===== config.mk =====
export PLATFORM = sky130hd
export DESIGN_NAME = mwto_fifo
export DESIGN_NICKNAME = d
export VERILOG_FILES = /design/src/mwto_fifo.sv
export SDC_FILE = /design/constraint.sdc
export NUM_CORES = 1
export LEC_CHECK = 0
export ABC_AREA = 1
export ABC_CLOCK_PERIOD_IN_PS = 2600
export BUFFER_PORTS_ARGS = -buffer_cell sky130_fd_sc_hd__clkbuf_2
export CORE_MARGIN = 3
export CORE_UTILIZATION = 50
export DETAILED_ROUTE_END_ITERATION = 16
export PLACE_DENSITY_LB_ADDON = 0.25
export SLEW_MARGIN = 0
export SYNTH_ARGS = -nofsm -noshare
export SYNTH_HDL_FRONTEND = slang
export SYNTH_SLANG_ARGS = --single-unit

===== constraint.sdc =====
create_clock -name clock -period 2.6 [get_ports clock]
set_clock_uncertainty 0.1 [all_clocks]
set_input_delay 0.26 -clock clock [delete_from_list [all_inputs] [get_ports clock]]
set_output_delay 0.26 -clock clock [all_outputs]
set_load 0.02 [all_outputs]

===== src/mwto_fifo.sv =====
// ----------------------------------------------------------------------------
// Small register FIFO
// Holds words between the oscillator stages; head word shown combinationally.
// ----------------------------------------------------------------------------
module mwto_fifo #(
   parameter int WIDTH = 8,
   parameter int DEPTH = 4
) (
   input  logic                       clock,
   input  logic                       reset,
   input  logic                       push,
   input  logic [WIDTH-1:0]           wr_data,
   input  logic                       pop,
   output logic [WIDTH-1:0]           rd_data,
   output logic                       full,
   output logic                       empty,
   output logic [$clog2(DEPTH+1)-1:0] count
);

   localparam int PTR_W = (DEPTH > 1) ? $clog2(DEPTH) : 1;
   localparam int CNT_W = $clog2(DEPTH + 1);
   localparam logic [PTR_W-1:0] PTR_LAST = PTR_W'(DEPTH - 1);
   localparam logic [CNT_W-1:0] CNT_FULL = CNT_W'(DEPTH);

   logic [WIDTH-1:0] mem_ff [DEPTH];
   logic [PTR_W-1:0] wr_ptr_ff, wr_ptr_in;
   logic [PTR_W-1:0] rd_ptr_ff, rd_ptr_in;
   logic [CNT_W-1:0] count_ff, count_in;
   logic             do_push, do_pop;

   assign full    = (count_ff == CNT_FULL);
   assign empty   = (count_ff == '0);
   assign count   = count_ff;
   assign do_push = push && !full;
   assign do_pop  = pop && !empty;
   assign rd_data = mem_ff[rd_ptr_ff];

   always_comb begin
      wr_ptr_in = wr_ptr_ff;
      rd_ptr_in = rd_ptr_ff;
      count_in  = count_ff;
      if (do_push) begin
         wr_ptr_in = (wr_ptr_ff == PTR_LAST) ? '0 : wr_ptr_ff + 1'b1;
      end
      if (do_pop) begin
         rd_ptr_in = (rd_ptr_ff == PTR_LAST) ? '0 : rd_ptr_ff + 1'b1;
      end
      if (do_push && !do_pop) begin
         count_in = count_ff + 1'b1;
      end else if (do_pop && !do_push) begin
         count_in = count_ff - 1'b1;
      end
   end

   always_ff @(posedge clock) begin
      if (reset) begin
         wr_ptr_ff <= '0;
         rd_ptr_ff <= '0;
         count_ff  <= '0;
      end else begin
         wr_ptr_ff <= wr_ptr_in;
         rd_ptr_ff <= rd_ptr_in;
         count_ff  <= count_in;
      end
   end

   always_ff @(posedge clock) begin
      if (do_push) begin
         mem_ff[wr_ptr_ff] <= wr_data;
      end
   end

endmodule


==> flow_summary.toml <==
[pwr]
sequentialPowerShare = 0.447
clkPwrFrac = 0.195
p_leak_nw = 0.8197
p_sw_frac = 0.3701
pwr-share-comb = 0.358
p_int_mw = 1.259
p_switching_uw = 739.6
power_density_mw_per_mm2 = 1013
ir_drop_uv = 547.5

[clocking]
cts_tree = "yes"
clock_sinks = 41
cts_made_buffers = 5
cts_root_buffer = "clkbuf_4"
h-tree-depth = 2
clk_path_buf_depth = 2
clk_pin_slew_ns = 0.11
post-cts-setup-buffers = 0
insertion_delay_ns = 0.34

[outcome]
status = "finished, final reports clean"

[setup_path]
cp_max_fo = 7
crit_required_ns = 2.75
cp_top_family = "adder cells"
path_class = "flip-flop to flip-flop"
startpoint_type = "flip-flop"
path_buf_inv = 2
slowest_stage = "fa_1"
critPathArrivalTime_ns = 2.18
end_kind = "flip-flop"
path_cells = "nor2_1 -> nand2_1 -> nand2_2 -> inv_1 -> ha_1 -> inv_1 -> fa_1 -> o21ai_0 -> nor2_1"
cpPeakStageDelay_ns = 0.40

[yosys]
postSynthNetCount = 166
synth_top_area_cell = "edfxtp_1"
yosysSeqAreaShare = 0.6726
yosys_warnings = 0
ys_ff_latch = 41
synth_area_leaders = "edfxtp_1, dfxtp_1, nor2_1, ha_1, o21ai_0"
yosysMostFrequentCell = "nor2_1"
netlist_area_mm2 = 0.001697
async_reset_ff_frac = 0
ys_types = 19
synth_edf_count = 32
yosysTopAreaCellShare = 0.5664
synth_common_cells = "nor2_1, edfxtp_1, inv_1, nand2_1, o21ai_0"
synth_ff_type = "edfxtp_1"
syn_inst = 147
synth_area_per_cell_um2 = 11.54

[sta]
relSlewSlack = 0.7225
hold_violations = 0
min_period_over_period = 0.7785
rsz0062_at_grt = "false"
whs_ns = 0.02061
worst_pin_slew_ns = 0.4157
max_freq_ghz = 0.4940
fin_tns_setup_ns = 0
finalSetupViolCount = 0
fin_crit_ns = 2.024
fin_ws_ns = 0.5758
drv_slew = 0

[drt]
routedWlPerCell_um = 13.25
route.detailed.drc = 0
vias_per_cell = 5.013
ant_nets = 0
drt_iter0_markers = 24
wl_mm = 3.008
vias = 1138
first_pass_iters = 4

[layout]
drive_above_1_share = 0.2186
fillerInstances = 257
area_growth_pct = 16.22
utilization = 0.6254
fin_area_mm2 = 0.001972
nets = 201
num_antenna_cells = 0

[grt]
grt_max_degree = 17
grt_pass1_vias = 1150
grt.overflow.total = 0
grt_usage = 0.1649
grt_pass1_wl_mm = 5.099
antenna_found_initial = 0

[place]
finalWeightedCongestion = 0.7862
pre_cts_ws_ns = 0.5984
port_buffers = 24
placedInstanceArea_mm2 = 0.001887
hpwl_mm = 2.099

[floorplanning]
rows = 20
core_mm2 = 0.003153
die-height_um = 64.25
io-pin-count = 25
floorplan.initialDensity = 0.5381
die-area_mm2 = 0.004128
fp.dieW_um = 64.25

[worst_hold_path]
hold_class = "primary input to flip-flop"

[job]
cap_violations = 0
layout by cell type (no fill, tap or decap):
master	instances
dfxtp_1	9
xor2_1	1
dlygate4sd3_1	1
a21oi_1	2
edfxtp_1	32
nor2_1	33
nand2_1	13
clkbuf_2	24
ha_1	6
nand3b_1	2
inv_1	17
clkinv_1	1
nand3_1	1
nand4_1	1
o21ai_0	13
clkbuf_1	1
inv_2	1
fa_1	1
buf_4	5
nand2_2	1
o22ai_1	8
clkbuf_4	5
o21ai_1	1
bufinv_16	1
o21ai_2	3
cell type report:
type,count,area [um2],area share
clock buffers,6,41.29,0.02094
clock inverters,2,33.78,0.01713
inverters,18,67.56,0.03426
multi-input cells,86,465.4,0.2360
flip-flops and latches,41,1141,0.5787
well taps,44,55.05,0.02792
repair buffers,30,167.7,0.08503
flip-flops by register name, summed over array words and instances (netlist names), named ones only:
signal	count
mem_ff	32
count	3
rd_ptr_ff	2
wr_ptr_ff	2
path summary, 6_finish.rpt:
check	startpoint	to	slack (ns)	cells after the start
worst max-delay path	count[0]	count[1]	0.58	9
worst min-delay path	wr_data[1]	mem_ff[3][1]	0.02	1
worst max register to register	count[0]	count[1]	0.58	9
worst min register to register	rd_ptr_ff[1]	rd_ptr_ff[1]	0.46	2
stage by stage:
step           total power, mW  cells
2_1_floorplan            1.399    147
3_3_place_gp             1.590    218
3_5_place_dp             1.628    218
4_1_cts                  2.018    227
5_1_grt                  2.139    227
6_report                 1.998    227
metal layers:
metal	GRT usage	wire length [um]
met5	0	0
met4	0.05541	46
met3	0.05800	162
met2	0.3054	1570
met1	0.1709	1228
cell families after synthesis:
| group | synth area share |
|---|---|
| buf+inv | 0.05309 |
| simple gates | 0.1209 |
| xor+xnor | 0.005163 |
| fa+ha+maj | 0.05605 |
| compound gates | 0.09218 |
| flops | 0.6726 |
power groups by stage:
stage                     Clock (mW)  Combinational, mW  Sequential, mW
after floorplan                    0              0.495           0.904
after detailed placement           0              0.719           0.909
final                          0.390              0.715           0.893
after global placement             0              0.687           0.903
after CTS                      0.400              0.724           0.895
after global routing           0.430              0.802           0.907
what timing repair did:
action / 4_1_cts / 5_1_grt
resized for setup: 0 / 0
hold buffers: 1 / 0
hold endpoints to repair: 1 / 0
Note: power is estimated with default switching activity, not from simulation.
