File: src/mwto_pkg.sv
// ----------------------------------------------------------------------------
// Test oscillator package
// Shared types, register map, waveform codes and fixed-point constants.
// ----------------------------------------------------------------------------
package mwto_pkg;

   typedef enum logic [2:0] {
      WAVE_SINE     = 3'd0,
      WAVE_DC       = 3'd1,
      WAVE_SILENT   = 3'd2,
      WAVE_SQUARE   = 3'd3,
      WAVE_TRIANGLE = 3'd4,
      WAVE_RAMP     = 3'd5,
      WAVE_IMPULSE  = 3'd6,
      WAVE_PULSE    = 3'd7
   } mwto_wave_type;

   typedef enum logic [2:0] {
      FILL_ANGLE,
      FILL_SQUARE,
      FILL_MUL,
      FILL_DIV,
      FILL_ACC,
      FILL_SCALE,
      FILL_WRITE,
      FILL_DONE
   } mwto_fill_state_type;

   // register indexes (word address bits)
   localparam logic [2:0] REG_WAVE_MODE       = 3'd0;
   localparam logic [2:0] REG_AMPLITUDE       = 3'd1;
   localparam logic [2:0] REG_FREQ_STEP       = 3'd2;
   localparam logic [2:0] REG_TONE_SAMPLES    = 3'd3;
   localparam logic [2:0] REG_SILENCE_SAMPLES = 3'd4;

   localparam logic signed [15:0] AMPLITUDE_RESET = 16'sd32767;
   localparam logic [30:0]        FREQ_RESET      = 31'd39370534;
   localparam logic [31:0]        TONE_RESET      = 32'd48000;
   localparam logic [31:0]        SILENCE_RESET   = 32'd0;

   typedef struct packed {
      mwto_wave_type      wave_mode;
      logic signed [15:0] amplitude;
      logic [30:0]        freq_step;
      logic [31:0]        tone_samples;
      logic [31:0]        silence_samples;
   } mwto_cfg_type;

   // one classified sample on its way to the multiplier
   typedef struct packed {
      logic               is_sine;
      logic signed [33:0] operand;     // Q31 factor, or table index for sine
      logic               in_silence;
      logic               last_sample;
      logic               finished;
   } mwto_job_type;

   localparam int TABLE_WIDTH = 16;
   localparam int OUT_DEPTH   = 4;
   localparam int MID_DEPTH   = 2;

   // angles in Q30
   localparam logic [32:0] PI_Q30       = 33'd3373259426;
   localparam logic [32:0] TWOPI_Q30    = 33'd6746518852;
   localparam logic [32:0] HALFPI_Q30   = 33'd1686629713;
   localparam logic [32:0] THREEHALF_Q30 = 33'd5059889139;

   localparam logic signed [33:0] PHASE_HALF = 34'sd2147483648;
   localparam logic signed [35:0] WIDE_HALF  = 36'sd2147483648;

   localparam logic [2:0] LAST_TERM = 3'd6;

   // reciprocals of (n+1)(n+2) for the odd Taylor terms up to x^15:
   // floor(v / d) = (v * M) >> s for every 32-bit v
   function automatic logic [32:0] taylor_recip(input logic [2:0] term);
      logic [32:0] m;
      case (term)
         3'd0: m = 33'd5726623062;   // 6
         3'd1: m = 33'd6871947674;   // 20
         3'd2: m = 33'd6544712071;   // 42
         3'd3: m = 33'd7635497416;   // 72
         3'd4: m = 33'd4997780127;   // 110
         3'd5: m = 33'd7048151461;   // 156
         3'd6: m = 33'd5235769657;   // 210
         default: m = 33'd0;
      endcase
      return m;
   endfunction

   function automatic logic [5:0] taylor_shift(input logic [2:0] term);
      logic [5:0] s;
      case (term)
         3'd0: s = 6'd35;
         3'd1: s = 6'd37;
         3'd2: s = 6'd38;
         3'd3: s = 6'd39;
         3'd4: s = 6'd39;
         3'd5: s = 6'd40;
         3'd6: s = 6'd40;
         default: s = 6'd32;
      endcase
      return s;
   endfunction

endpackage

File: src/mwto_front.sv
// ----------------------------------------------------------------------------
// Oscillator front end
// Accepts ticks, keeps phase and run counters, and classifies each sample
// into a multiplier job.
// ----------------------------------------------------------------------------
module mwto_front
   import mwto_pkg::*;
#(
   parameter int SINE_TABLE_DEPTH = 1024
) (
   input  logic         clock,
   input  logic         reset,
   input  mwto_cfg_type cfg,
   input  logic         accept,
   input  logic         restart,
   output mwto_job_type job
);

   localparam int IDX_W = $clog2(SINE_TABLE_DEPTH);
   localparam int DW    = $clog2(SINE_TABLE_DEPTH + 1);

   logic signed [33:0] phase_ff, phase_in;
   logic               going_up_ff, going_up_in;
   logic               impulse_sent_ff, impulse_sent_in;
   logic [32:0]        index_ff, index_in;

   logic signed [33:0] eff_phase, nxt_phase;
   logic               eff_up, nxt_up;
   logic               eff_imp, nxt_imp;
   logic [32:0]        eff_index, total;
   logic [31:0]        p32;
   logic               in_tone, in_sil, fin;
   logic [32+DW-1:0]   idx_prod;
   logic [IDX_W-1:0]   sine_idx;
   logic [32:0]        wrap_sum;
   logic signed [33:0] wrap_phase;
   logic signed [35:0] tri_up, tri_dn, ramp_sum;

   always_comb begin
      eff_phase = restart ? '0 : phase_ff;
      eff_up    = restart || going_up_ff;
      eff_imp   = !restart && impulse_sent_ff;
      eff_index = restart ? '0 : index_ff;
      p32       = eff_phase[31:0];
      total     = 33'(cfg.tone_samples) + 33'(cfg.silence_samples);
      in_tone   = eff_index < 33'(cfg.tone_samples);
      in_sil    = !in_tone && (eff_index < total);
      fin       = !in_tone && !in_sil;
      idx_prod  = (32 + DW)'(p32) * (32 + DW)'(SINE_TABLE_DEPTH);
      sine_idx  = idx_prod[32 +: IDX_W];
      wrap_sum  = {1'b0, p32} + {2'b00, cfg.freq_step};
      // overflow drops the remainder
      wrap_phase = wrap_sum[32] ? '0 : signed'({2'b00, wrap_sum[31:0]});
      tri_up    = 36'(eff_phase) + {3'b000, cfg.freq_step, 2'b00};
      tri_dn    = 36'(eff_phase) - {3'b000, cfg.freq_step, 2'b00};
      ramp_sum  = 36'(eff_phase) + {4'b0000, cfg.freq_step, 1'b0};
   end

   always_comb begin
      nxt_phase       = eff_phase;
      nxt_up          = eff_up;
      nxt_imp         = eff_imp;
      job.is_sine     = 1'b0;
      job.operand     = '0;
      job.in_silence  = in_sil;
      job.last_sample = !fin && ((eff_index + 33'd1) == total);
      job.finished    = fin;
      if (in_tone) begin
         case (cfg.wave_mode)
            WAVE_SINE: begin
               job.is_sine = 1'b1;
               job.operand = 34'(sine_idx);
               nxt_phase   = signed'({2'b00, wrap_sum[31:0]});
            end
            WAVE_DC: begin
               job.operand = PHASE_HALF;
            end
            WAVE_SILENT: begin
               job.operand = '0;
            end
            WAVE_SQUARE: begin
               job.operand = p32[31] ? -PHASE_HALF : PHASE_HALF;
               nxt_phase   = wrap_phase;
            end
            WAVE_TRIANGLE: begin
               job.operand = eff_phase;
               if (eff_up) begin
                  if (tri_up >= WIDE_HALF) begin
                     nxt_phase = PHASE_HALF;
                     nxt_up    = 1'b0;
                  end else begin
                     nxt_phase = tri_up[33:0];
                  end
               end else begin
                  if (tri_dn <= -WIDE_HALF) begin
                     nxt_phase = -PHASE_HALF;
                     nxt_up    = 1'b1;
                  end else begin
                     nxt_phase = tri_dn[33:0];
                  end
               end
            end
            WAVE_RAMP: begin
               job.operand = eff_phase;
               nxt_phase   = (ramp_sum >= WIDE_HALF) ? -PHASE_HALF : ramp_sum[33:0];
            end
            WAVE_IMPULSE: begin
               job.operand = eff_imp ? '0 : PHASE_HALF;
               nxt_imp     = 1'b1;
            end
            WAVE_PULSE: begin
               job.operand = (p32 == '0) ? PHASE_HALF : '0;
               nxt_phase   = wrap_phase;
            end
            default: begin
               job.operand = '0;
            end
         endcase
      end
   end

   always_comb begin
      phase_in        = accept ? nxt_phase : phase_ff;
      going_up_in     = accept ? nxt_up : going_up_ff;
      impulse_sent_in = accept ? nxt_imp : impulse_sent_ff;
      index_in        = index_ff;
      if (accept) begin
         index_in = fin ? eff_index : eff_index + 33'd1;
      end
   end

   always_ff @(posedge clock) begin
      if (reset) begin
         phase_ff        <= '0;
         going_up_ff     <= 1'b1;
         impulse_sent_ff <= 1'b0;
         index_ff        <= '0;
      end else begin
         phase_ff        <= phase_in;
         going_up_ff     <= going_up_in;
         impulse_sent_ff <= impulse_sent_in;
         index_ff        <= index_in;
      end
   end

endmodule

File: config.mk
export PLATFORM = sky130hd
export DESIGN_NAME = mwto_front
export DESIGN_NICKNAME = d
export VERILOG_FILES = /design/src/mwto_pkg.sv /design/src/mwto_front.sv
export SDC_FILE = /design/constraint.sdc
export NUM_CORES = 1
export LEC_CHECK = 0
export ABC_AREA = 1
export BUFFER_PORTS_ARGS = -buffer_cell sky130_fd_sc_hd__buf_4
export CAP_MARGIN = 20
export CORE_ASPECT_RATIO = 1.2
export CORE_MARGIN = 2
export CORE_UTILIZATION = 50
export CTS_CLUSTER_DIAMETER = 200
export DETAILED_ROUTE_END_ITERATION = 8
export PLACE_DENSITY = 0.69
export RECOVER_POWER = 50
export SYNTH_ARGS = -nofsm -noshare
export SYNTH_HDL_FRONTEND = slang
export SYNTH_SLANG_ARGS = --single-unit
File: constraint.sdc
create_clock -name clock -period 4.7 [get_ports clock]
set_input_delay 0.235 -clock clock [delete_from_list [all_inputs] [get_ports clock]]
set_output_delay 0.235 -clock clock [all_outputs]
set_load 0.02 [all_outputs]
==> impl_metrics.yaml <==
worst_setup_path:
  reg2reg_to: "phase_ff[10]"
  cp_slowest_cell: "clkbuf_2"
  path_common_cell: "nand2_1"
  max_stage_delay_ns: 0.44
  cp-start-kind: "input port"
  worstSetupPathType: "in -> reg"
  worst_setup_path_end_kind: "flop"
  r2r_setup_slack_ns: 0.51
  startpoint: "restart"
  worstPathMaxFanout: 28
  critPathCapture: "phase_ff[10]"
  worst_ep_arrival_time_ns: 4.55
  worstPathRequired_ns: 4.92
  reg2regPathDepth: 28
  r2r_start: "phase_ff[2]"
floorplan:
  die_w_um: 173.4
  ios: 156
  dieArea_mm2: 0.03593
  rows: 74
  die_h_um: 207.2
  start_util_pct: 50.65
  core_area_mm2: 0.03398
placed_design:
  io_buffers: 139
  dp_slack_ns: 0.1307
  gp_congestion: 1.064
  post-dp-hpwl_um: 59090
  place_inst: 3829
synthesis:
  avgSynthCellArea_um2: 5.318
  ys_seq_area_share_pct: 8.026
  synth_top_cells_by_count: "943 x nand2_1, 463 x inv_1, 398 x nor2_1, 267 x a21oi_1, 216 x nand3_1"
  synth_top_family_by_area: "simple AND/OR/NAND/NOR gates"
  synth-edff-count: 0
  synth-main-ff-cell: "dfxtp_1"
  synthSimpleGateAreaFrac_pct: 41.92
  synth_area_mm2: 0.01721
  syn-instance-count: 3236
  yosys.area_share.xor_xnor_pct: 8.695
  synth_area_leaders: "nand2_1 21%, inv_1 10%, ha_1 9.5%"
  yosys.area.top_type: "nand2_1"
  synth.distinct_cells: 60
  synthAdderAreaFrac_pct: 9.684
  ys_ff_latch: 69
  synthArstFlopShare_pct: 0
  synth-compound-area-share_pct: 19.01
  yosysMostFrequentCell: "nand2_1"
  synth_top_area_share_pct: 20.57
  synth_fp_nets: 3486
  muxShareOfSynthArea_pct: 0
  yosys_warnings: 0
final_layout:
  insertedDiodeCount: 0
  fin_util_pct: 56.87
  instances_no_fill: 3845
  drive_above_1_share_pct: 8.233
  n_fill_cell: 3690
  area_growth_pct: 12.28
  nNetsFinal: 3634
timing:
  hold-worst-slack_ns: 0.3190
  max_freq_mhz: 230.7
  fin_tns_setup_ns: 0
  setup_violations: 0
  fin_ws_ns: 0.3652
  tightest_slew_ns: 0.8408
  slew_viol_final: 0
  finClkSkew_ns: 0.007188
  slew_headroom_pct: 43.89
  final_hold_viol_count: 0
  period_share_pct: 92.23
  period_minus_slack_ns: 4.335
  rsz0062_at_grt: "false"
global_routing:
  antenna_found_initial: 0
  grt_usage_pct: 38.24
  grt_overflow_total: 0
  grt_pass1_wl_um: 109200
  grt_max_degree: 62
  grt_pass1_vias: 21160
route:
  antenna_left: 0
  viasPerCell: 5.713
  wl_um: 70560
  wl_per_cell_um: 18.35
  drc: 0
  via_count: 21970
  drtPass1Iterations: 6
  drtIter0Drc: 2028
flow_run:
  maxCapViolations: 0
clocking:
  clk_latency_ns: 0.37
  cts_setup_buffers: 0
  tritoncts: "built"
  clockRootBuffer: "clkbuf_16"
  path_clk_slew_ns: 0.06
  cts.path.max_buffers: 2
  cts_htree_levels: 3
  cts_sinks: 69
  cts_made_buffers: 9
pwr:
  peakVddDrop_uv: 166.6
  powerDensity_mw_per_mm2: 173.9
  p_leak_nw: 10.44
worst_hold_path:
  hp-class: "in -> reg"
run_status:
  status: "complete, no violations"
-- worst min path at each step --
stage	start	to	slack (ns)	cells after the start
5_1_grt	cfg[113]	impulse_sent_ff	0.38	5
4_1_cts	cfg[113]	impulse_sent_ff	0.30	5
2_1_floorplan	reset	phase_ff[0]	0.42	3
3_5_place_dp	phase_ff[26]	phase_ff[26]	0.46	2
3_3_place_gp	phase_ff[19]	phase_ff[19]	0.45	2
6_report	cfg[113]	impulse_sent_ff	0.32	5
-- cell families after synthesis --
| group | count (synthesis) |
|---|---|
| AO/OA/AOI/OAI | 591 |
| XOR/XNOR | 170 |
| adder cells (fa/ha/maj) | 132 |
| buffers and inverters | 549 |
| flip-flops | 69 |
| AND/OR/NAND/NOR | 1725 |
-- where the power goes --
group          internal, mW  switching (mW)
sequential            0.624          0.0276
combinational         0.614            1.22
clock                 0.572           0.299
total                  1.81            1.55
-- final cells by class --
cell class                      count  area [um2]  share of cell area (%)
Multi-Input combinational cell   2618       13680                   70.78
Inverter                          474        1784                   9.233
Timing Repair Buffer              212        1545                   7.997
Sequential cell                    69        1381                   7.148
Tap cell                          456       570.5                   2.953
Clock buffer                       10       229.0                   1.185
Clock inverter                      6       135.1                  0.6993
-- worst max-delay path: cells and delay by family --
family / cells / cell delay (ns)
AOI/OAI and AO/OA: 4 / 0.84
buffers and inverters: 7 / 1.40
and+or+nand+nor: 18 / 1.83
adders and majority gates: 1 / 0.18
-- stage by stage --
stage | power, mW | instance area [um2]
after detailed placement | 2.456 | 19040
final | 3.360 | 19320
after CTS | 3.334 | 19400
after floorplan | 1.893 | 17210
after global routing | 3.586 | 19320
after global placement | 2.423 | 19040
-- timing repair --
| item | CTS | global route |
|---|---|---|
| resized for setup | 0 | 4 |
| endpoints found under the hold margin | 0 | 0 |
| setup endpoints to repair | 0 | 2 |
| hold buffers | 0 | 0 |
-- cell usage in the layout, fill, tap and decap left out, drive strengths merged, types with 69 or more instances in the layout --
cell	count
o21ai	206
a21oi	267
nor2	409
nand3	221
nand2	972
buf	184
ha	130
inv	470
xor2	114
dfxtp	69
-- metal layers --
metal  vias to the layer above  track usage (%)  routed length, um
met5                         -                0                  0
met4                         0            26.86               5687
met3                       274            4.670               4886
met2                      1023            67.02              33150
met1                      9908            42.95              26840
li1                      10760                -                  -
-- state kept, by name, indices dropped and copies added, names as in the netlist --
register	cells
index_ff	33
phase_ff	34
going_up_ff	1
impulse_sent_ff	1
(Power assumes the default switching activity.)
