### src/mwto_pkg.sv
// ----------------------------------------------------------------------------
// Test oscillator package
// Shared types, register map, waveform codes and fixed-point constants.
// ----------------------------------------------------------------------------
package mwto_pkg;

   typedef enum logic [2:0] {
      WAVE_SINE     = 3'd0,
      WAVE_DC       = 3'd1,
      WAVE_SILENT   = 3'd2,
      WAVE_SQUARE   = 3'd3,
      WAVE_TRIANGLE = 3'd4,
      WAVE_RAMP     = 3'd5,
      WAVE_IMPULSE  = 3'd6,
      WAVE_PULSE    = 3'd7
   } mwto_wave_type;

   typedef enum logic [2:0] {
      FILL_ANGLE,
      FILL_SQUARE,
      FILL_MUL,
      FILL_DIV,
      FILL_ACC,
      FILL_SCALE,
      FILL_WRITE,
      FILL_DONE
   } mwto_fill_state_type;

   // register indexes (word address bits)
   localparam logic [2:0] REG_WAVE_MODE       = 3'd0;
   localparam logic [2:0] REG_AMPLITUDE       = 3'd1;
   localparam logic [2:0] REG_FREQ_STEP       = 3'd2;
   localparam logic [2:0] REG_TONE_SAMPLES    = 3'd3;
   localparam logic [2:0] REG_SILENCE_SAMPLES = 3'd4;

   localparam logic signed [15:0] AMPLITUDE_RESET = 16'sd32767;
   localparam logic [30:0]        FREQ_RESET      = 31'd39370534;
   localparam logic [31:0]        TONE_RESET      = 32'd48000;
   localparam logic [31:0]        SILENCE_RESET   = 32'd0;

   typedef struct packed {
      mwto_wave_type      wave_mode;
      logic signed [15:0] amplitude;
      logic [30:0]        freq_step;
      logic [31:0]        tone_samples;
      logic [31:0]        silence_samples;
   } mwto_cfg_type;

   // one classified sample on its way to the multiplier
   typedef struct packed {
      logic               is_sine;
      logic signed [33:0] operand;     // Q31 factor, or table index for sine
      logic               in_silence;
      logic               last_sample;
      logic               finished;
   } mwto_job_type;

   localparam int TABLE_WIDTH = 16;
   localparam int OUT_DEPTH   = 4;
   localparam int MID_DEPTH   = 2;

   // angles in Q30
   localparam logic [32:0] PI_Q30       = 33'd3373259426;
   localparam logic [32:0] TWOPI_Q30    = 33'd6746518852;
   localparam logic [32:0] HALFPI_Q30   = 33'd1686629713;
   localparam logic [32:0] THREEHALF_Q30 = 33'd5059889139;

   localparam logic signed [33:0] PHASE_HALF = 34'sd2147483648;
   localparam logic signed [35:0] WIDE_HALF  = 36'sd2147483648;

   localparam logic [2:0] LAST_TERM = 3'd6;

   // reciprocals of (n+1)(n+2) for the odd Taylor terms up to x^15:
   // floor(v / d) = (v * M) >> s for every 32-bit v
   function automatic logic [32:0] taylor_recip(input logic [2:0] term);
      logic [32:0] m;
      case (term)
         3'd0: m = 33'd5726623062;   // 6
         3'd1: m = 33'd6871947674;   // 20
         3'd2: m = 33'd6544712071;   // 42
         3'd3: m = 33'd7635497416;   // 72
         3'd4: m = 33'd4997780127;   // 110
         3'd5: m = 33'd7048151461;   // 156
         3'd6: m = 33'd5235769657;   // 210
         default: m = 33'd0;
      endcase
      return m;
   endfunction

   function automatic logic [5:0] taylor_shift(input logic [2:0] term);
      logic [5:0] s;
      case (term)
         3'd0: s = 6'd35;
         3'd1: s = 6'd37;
         3'd2: s = 6'd38;
         3'd3: s = 6'd39;
         3'd4: s = 6'd39;
         3'd5: s = 6'd40;
         3'd6: s = 6'd40;
         default: s = 6'd32;
      endcase
      return s;
   endfunction

endpackage

### src/mwto_back.sv
// ----------------------------------------------------------------------------
// Oscillator back end
// Reads the sine table, multiplies by the amplitude, rounds and saturates,
// and writes finished words into the result queue.
// ----------------------------------------------------------------------------
module mwto_back
   import mwto_pkg::*;
#(
   parameter int SINE_TABLE_DEPTH = 1024,
   parameter int SAMPLE_WIDTH     = 16
) (
   input  logic                                clock,
   input  logic                                reset,
   input  logic signed [15:0]                  amplitude,
   input  mwto_job_type                        job,
   input  logic                                job_valid,
   output logic                                job_pop,
   output logic [$clog2(SINE_TABLE_DEPTH)-1:0] rd_addr,
   input  logic [TABLE_WIDTH-1:0]              rd_data,
   input  logic [$clog2(OUT_DEPTH+1)-1:0]      out_count,
   output logic                                out_push,
   output logic [SAMPLE_WIDTH+2:0]             out_word
);

   localparam int IDX_W   = $clog2(SINE_TABLE_DEPTH);
   localparam int CNT_W   = $clog2(OUT_DEPTH + 1);
   localparam int SHIFT   = 46 - (SAMPLE_WIDTH - 1);
   localparam logic signed [49:0] ROUND_BIAS = 50'sd1 <<< (SHIFT - 1);
   localparam logic signed [49:0] SAMPLE_HI  = (50'sd1 <<< (SAMPLE_WIDTH - 1)) - 50'sd1;
   localparam logic signed [49:0] SAMPLE_LO  = -(50'sd1 <<< (SAMPLE_WIDTH - 1));

   logic               st1_valid_ff, st1_valid_in;
   mwto_job_type       st1_job_ff;
   logic               st2_valid_ff, st2_valid_in;
   logic signed [49:0] st2_prod_ff, st2_prod_in;
   logic [2:0]         st2_flags_ff;

   logic [CNT_W:0]     in_flight;
   logic signed [33:0] factor;
   logic signed [49:0] biased, quot, clamped;

   // issue only when the result queue has room for everything in flight
   assign in_flight = (CNT_W + 1)'(out_count) + (CNT_W + 1)'(st1_valid_ff)
                    + (CNT_W + 1)'(st2_valid_ff);
   assign job_pop   = job_valid && (in_flight < (CNT_W + 1)'(OUT_DEPTH));
   assign rd_addr   = job.operand[IDX_W-1:0];

   always_comb begin
      st1_valid_in = job_pop;
      st2_valid_in = st1_valid_ff;
      factor       = st1_job_ff.is_sine ? signed'({{2{rd_data[15]}}, rd_data, 16'h0000})
                                        : st1_job_ff.operand;
      st2_prod_in  = 50'(amplitude) * 50'(factor);
   end

   // round to nearest, ties up, then saturate
   always_comb begin
      biased  = st2_prod_ff + ROUND_BIAS;
      quot    = biased >>> SHIFT;
      clamped = quot;
      if (quot > SAMPLE_HI) begin
         clamped = SAMPLE_HI;
      end else if (quot < SAMPLE_LO) begin
         clamped = SAMPLE_LO;
      end
      out_push = st2_valid_ff;
      out_word = {clamped[SAMPLE_WIDTH-1:0], st2_flags_ff};
   end

   always_ff @(posedge clock) begin
      if (reset) begin
         st1_valid_ff <= 1'b0;
         st2_valid_ff <= 1'b0;
      end else begin
         st1_valid_ff <= st1_valid_in;
         st2_valid_ff <= st2_valid_in;
      end
   end

   always_ff @(posedge clock) begin
      st1_job_ff   <= job;
      st2_prod_ff  <= st2_prod_in;
      st2_flags_ff <= {st1_job_ff.in_silence, st1_job_ff.last_sample, st1_job_ff.finished};
   end

endmodule

### config.mk
export PLATFORM = sky130hd
export DESIGN_NAME = mwto_back
export DESIGN_NICKNAME = d
export VERILOG_FILES = /design/src/mwto_pkg.sv /design/src/mwto_back.sv
export SDC_FILE = /design/constraint.sdc
export NUM_CORES = 1
export LEC_CHECK = 0
export BUFFER_PORTS_ARGS = -buffer_cell sky130_fd_sc_hd__buf_2
export CORE_MARGIN = 5
export CORE_UTILIZATION = 35
export CTS_CLUSTER_SIZE = 40
export DETAILED_ROUTE_END_ITERATION = 6
export GPL_ROUTABILITY_DRIVEN = 0
export PLACE_DENSITY = 0.5
export SLEW_MARGIN = 20
export SYNTH_ARGS = -nofsm -noshare
export SYNTH_HDL_FRONTEND = slang
export SYNTH_SLANG_ARGS = --single-unit
### constraint.sdc
create_clock -name clock -period 9.8 [get_ports clock]
set_input_delay 1.96 -clock clock [delete_from_list [all_inputs] [get_ports clock]]
set_output_delay 1.96 -clock clock [all_outputs]
set_load 0.02 [all_outputs]
==> flow_summary.json, run 1 <==
{
  "finalMaxSlewViolations": 0,
  "wl_per_cell_microns": 18.65,
  "port_buffers": 106,
  "core_area_sq_mm": 0.05770,
  "synth_area_leader_cell": "fa_1",
  "ys_seq_elements": 63,
  "syn_area_per_cell_sq_um": 9.057,
  "dr.pass1.iters": 5,
  "vias_per_cell": 4.744,
  "required_ns": 10.00,
  "synth_edf_count": 0,
  "max_slew_margin_pct": 22.72,
  "path_cells": "buf_2, nand2_1, fa_1, inv_1, fa_1, inv_1, fa_1, inv_1, fa_1, fa_1, inv_1, fa_1, inv_1, ha_1, a21oi_1, o21a_1, o21ai_0, a2111oi_0, a311oi_1, xor2_1",
  "hpwl_microns": 44070,
  "clockRootBuffer": "clkbuf_16",
  "nFillCells": 5897,
  "fin_crit_sh_pct": 86.82,
  "layout_common_cells": "inv_1 (592), fa_1 (513), nand2_1 (328)",
  "yosysWarnings": 0,
  "fp-row-count": 88,
  "final-setup-viol-count": 0,
  "rsz0062_at_grt": "false",
  "grt_pass1_vias": 16670,
  "worst_pin_slew_ns": 1.154,
  "insertion_delay_ns": 0.39,
  "crit_fanout": 34,
  "path_class": "in2reg",
  "vias": 14460,
  "arrival_ns": 8.71,
  "grt_remaining_overflow": 0,
  "die_h_microns": 251.1,
  "hold_viol": 0,
  "cts-buffers-inserted": 9,
  "fin_tns_setup_ns": 0,
  "num_io_pins": 107,
  "cp_slowest_stage_delay_ns": 0.82,
  "cp-start-kind": "input pin",
  "fin_nets": 2984,
  "netlist.area_leader.share_pct": 50.46,
  "cts_tree": "done",
  "hp-class": "reg2reg",
  "finalWirelength_microns": 56830,
  "synth_cell_types": 61,
  "htreeDepth": 3,
  "final_layout_size_suffix_gt1_share_pct": 8.151,
  "clk_pin_slew_ns": 0.05,
  "cp-startpoint": "amplitude[2]",
  "outcome": "finished clean",
  "die_w_microns": 251.1,
  "start_util_pct": 35.27,
  "finClkSkew_ns": 0.02682,
  "cts.path.max_buffers": 2,
  "grt_antenna_before_repair": 4,
  "syn_inst": 2247,
  "area_growth_pct": 7.562,
  "grt_max_degree": 37,
  "final_common_cell": "inv_1",
  "die_area_sq_mm": 0.06307,
  "async_reset_ff_share_pct": 0,
  "hp-start": "st1_job_ff[1]",
  "reg2reg_from": "st1_job_ff[37]",
  "grt_first_pass_wirelength_microns": 93440,
  "drt_iter0_markers": 661,
  "cts_hold_buffers": 0,
  "finalCriticalPeriod_ns": 8.509,
  "critPathMostFrequentCell": "fa_1",
  "cts_setup_buffers": 0,
  "cts_repair_resize_count": 0,
  "worstSetupEndpointType": "register",
  "post-route-drc-count": 0,
  "cts_sinks": 63,
  "fmax_mhz": 117.5,
  "grt_usage_pct": 18.94,
  "synth_top_cells_by_area": "fa_1 (50%), inv_1 (11%), ha_1 (7.2%)",
  "synth_area_sq_mm": 0.02035,
  "ys_seq_area_share_pct": 6.197,
  "synthFlopType": "dfxtp_1",
  "drtAntennaViolNets": 0,
  "syn_nets": 2953,
  "crit_slowest_cell": "a2111oi_0",
  "maxCapViolCount": 0
}
==> state kept, by name, summed over array words and instances, names as in the netlist <==
signal        cells
st1_job_ff       38
st2_prod_ff      20
st2_flags_ff      3
out_push          1
st1_valid_ff      1
==> kinds of logic (layout without fill, tap and decap cells) <==
| family | Yosys count | count (layout) | synth area share (%) |
|---|---|---|---|
| other cells | 0 | 1 | 0 |
| flops | 63 | 63 | 6.197 |
| xor+xnor | 40 | 40 | 1.721 |
| compound gates | 137 | 137 | 4.605 |
| fa+ha+maj | 630 | 630 | 57.65 |
| buf+inv | 698 | 733 | 13.16 |
| simple gates | 664 | 664 | 15.83 |
| mux | 15 | 15 | 0.8299 |
==> Yosys cell counts (all sizes together) (3+ instances only) <==
library cell and count:
a2111oi 3, a211oi 5, a21boi 3, a21o 12, a21oi 39, a311oi 3
a31oi 4, and2 215, and3 11, and4 3, buf 19, clkbuf 87
dfxtp 63, fa 513, ha 117, inv 592, mux2 15, nand2 328
nand2b 4, nand3 15, nand4 7, nor2 48, nor2b 22, nor3 5
o211ai 5, o21a 3, o21ai 39, o21bai 7, or2 4, xnor2 27
xor2 13
==> layer usage <==
| layer | wire length [microns] | up-vias | global-route usage (%) |
|---|---|---|---|
| met4 | 1768 | 0 | 5.894 |
| li1 | - | 6497 | - |
| met5 | 0 | - | 0 |
| met3 | 2540 | 104 | 3.052 |
| met2 | 29270 | 339 | 33.70 |
| met1 | 23260 | 7521 | 23.71 |
==> critical path, delay by kind of cell <==
family | cells | cell delay [ns]
xor+xnor | 1 | 0.25
simple gates | 1 | 0.18
buf+inv | 6 | 1.05
fa+ha+maj | 7 | 3.51
compound gates | 5 | 1.73
==> final timing paths <==
| path | to | slack, ns | depth (start not counted) |
|---|---|---|---|
| max reg2reg | st2_prod_ff[47] | 2.26 | 21 |
| max | st2_prod_ff[36] | 1.29 | 20 |
| min | st2_flags_ff[1] | 0.33 | 0 |
| min reg2reg | st2_flags_ff[1] | 0.33 | 0 |
==> stage by stage <==
stage	util, %	setup WS [ns]	hold slack, ns	area [sq um]	std cells
final	37.94	1.291	0.3309	21890	3048
after global routing	37.94	0.9645	0.3367	21890	3047
after CTS	37.93	1.469	0.3351	21880	3047
after detailed placement	37.39	1.079	0.3157	21570	3032
after global placement	37.38	1.136	0.3132	21570	3032
after floorplan	-	2.132	0.3096	20350	2247
==> layout make-up <==
cell class,instances,area (sq um),area share [%]
clock buffer,11,242.7,1.109
inverter,592,2222,10.15
timing repair buffer,126,680.7,3.109
tap,765,957.2,4.372
sequential,63,1261,5.761
clock inverter,4,70.07,0.3201
antenna,1,2.502,0.01143
multi-input combinational,1486,16450,75.17
Power of run 1 is not shown: default switching activity piles up to over one toggle a cycle in this logic, so the estimate is an artifact.
==> run 2: changes to the inputs <==
--- a/config.mk
+++ b/config.mk
@@ -6,12 +6,12 @@
 export NUM_CORES = 1
 export LEC_CHECK = 0
 export BUFFER_PORTS_ARGS = -buffer_cell sky130_fd_sc_hd__buf_2
-export CORE_MARGIN = 5
-export CORE_UTILIZATION = 35
-export CTS_CLUSTER_SIZE = 40
+export CORE_MARGIN = 2
+export CORE_UTILIZATION = 28
+export CTS_CLUSTER_SIZE = 25
 export DETAILED_ROUTE_END_ITERATION = 6
 export GPL_ROUTABILITY_DRIVEN = 0
-export PLACE_DENSITY = 0.5
+export PLACE_DENSITY = 0.42
 export SLEW_MARGIN = 20
 export SYNTH_ARGS = -nofsm -noshare
 export SYNTH_HDL_FRONTEND = slang
==> run 2 against run 1 <==
  * Critical path depth is 1 lower
  * Flip-flop and latch count stayed put
  * Critical path type unchanged
  * Utilization is 7.0 points lower
==> flow_summary.json, run 2 (synthesis results as in run 1) <==
{
  "die_h_microns": 273.6,
  "port_buffers": 106,
  "cts_repair_resize_count": 0,
  "cts.path.max_buffers": 2,
  "grt_usage_pct": 16.81,
  "grt_pass1_vias": 16580,
  "cts_setup_buffers": 0,
  "fmax_mhz": 117.2,
  "rrSetupSlack_ns": 2.24,
  "worstSetupEndpointType": "register",
  "die_area_sq_mm": 0.07486,
  "grt_first_pass_wirelength_microns": 95940,
  "required_ns": 10.01,
  "rr_worst_depth": 22,
  "drt_iter0_markers": 698,
  "clk_pin_slew_ns": 0.08,
  "finalWirelength_microns": 58850,
  "path_class": "in2reg",
  "fin_crit_sh_pct": 87.04,
  "final_cell_count_no_fill": 3240,
  "arrival_ns": 8.74,
  "grt_antenna_before_repair": 4,
  "dr.pass1.iters": 5,
  "clockRootBuffer": "clkbuf_16",
  "finalCriticalPeriod_ns": 8.530,
  "core_area_sq_mm": 0.07173,
  "hp-start": "st1_job_ff[2]",
  "start_util_pct": 28.37,
  "crit_slowest_cell": "a2111oi_0",
  "fin_nets": 2990,
  "final_common_cell": "inv_1",
  "rsz0062_at_grt": "false",
  "path_buf_inv": 6,
  "num_io_pins": 107,
  "fp-row-count": 98,
  "use_met3_pct": 2.667,
  "cp_slowest_stage_delay_ns": 0.82,
  "drtAntennaViolNets": 0,
  "cts_tree": "done",
  "cp-start-kind": "input pin",
  "outcome": "finished clean",
  "path_cells": "buf_2, nand2_1, inv_1, fa_1, fa_1, inv_1, fa_1, inv_1, fa_1, fa_1, inv_1, fa_1, inv_1, ha_1, nand2_1, o21ai_0, a2111oi_0, a311oi_1, xor2_1",
  "finalMaxSlewViolations": 0,
  "grt_use_met2_pct": 28.85,
  "post-route-drc-count": 0,
  "worst_pin_slew_ns": 1.088,
  "hpwl_microns": 46130,
  "layout_common_cells": "inv_1 (592), fa_1 (513), nand2_1 (328)",
  "post-place-cells": 3223,
  "hold-path-cell-count": 0,
  "largest_reg_flops": 38,
  "insertion_delay_ns": 0.37,
  "critPathTopFamily": "adder cells",
  "grt_remaining_overflow": 0,
  "vias": 14430,
  "wl_per_cell_microns": 18.16,
  "hold_viol": 0,
  "busiest_layer": "met2",
  "finClkSkew_ns": 0.01719,
  "critPathMostFrequentCell": "fa_1",
  "reg.largest.list": "st1_job_ff x38, st2_prod_ff x20, st2_flags_ff x3",
  "max_slew_margin_pct": 27.50,
  "vias_per_cell": 4.455,
  "cts_sinks": 63,
  "largest-register": "st1_job_ff",
  "cts_hold_buffers": 0,
  "die_w_microns": 273.6,
  "maxCapViolCount": 0,
  "grt_max_degree": 37,
  "cts-buffers-inserted": 9,
  "hp-class": "reg2reg",
  "crit_fanout": 30,
  "r2r-end": "st2_prod_ff[36]",
  "min_to": "st2_flags_ff[2]",
  "htreeDepth": 3,
  "reg2reg_from": "st1_job_ff[37]",
  "grtUsageMet1_pct": 22.02,
  "fin_hold_ws_ns": 0.3268,
  "final-setup-viol-count": 0,
  "area_growth_pct": 9.117,
  "fin_tns_setup_ns": 0,
  "final_layout_size_suffix_gt1_share_pct": 8.432
}
## run 2: changes by cell type in the layout (fill, tap and decap cells not counted), sizes merged
cell,delta
clkbuf,-1
bufinv,+1
inv,+1
buf,+6
## run 2: through the flow
step	instance area (sq um)	util, %	worst slack, ns
2_1_floorplan	20350	-	2.132
3_3_place_gp	21840	30.45	0.9878
3_5_place_dp	21840	30.45	0.9977
4_1_cts	22200	30.95	1.390
5_1_grt	22210	30.96	0.9748
6_report	22210	30.96	1.270
## run 2: layer usage
layer	vias up	routed length [microns]
li1	6510	-
met1	7553	25980
met2	306	28950
met3	65	2620
met4	0	1299
met5	-	0
## run 2: final cells by class
type | count | area, sq um
Inverter | 592 | 2222
Sequential cell | 63 | 1261
Clock buffer | 10 | 239.0
Timing Repair Buffer | 132 | 725.7
Antenna cell | 1 | 2.502
Clock inverter | 6 | 116.4
Multi-Input combinational cell | 1486 | 16450
Tap cell | 950 | 1189
Fill cell | 7678 | 49520
## run 2: worst max-delay path by stage
stage,startpoint,endpoint,slack [ns],cells after the start
floorplan,rd_data[15],st2_prod_ff[47],2.13,24
global placement,amplitude[1],st2_prod_ff[36],0.99,19
detailed placement,amplitude[1],st2_prod_ff[36],1.0,20
CTS,amplitude[1],st2_prod_ff[36],1.39,20
global route,amplitude[1],st2_prod_ff[36],0.97,20
finish,amplitude[1],st2_prod_ff[36],1.27,19
Power of run 2 is left out for the same reason.
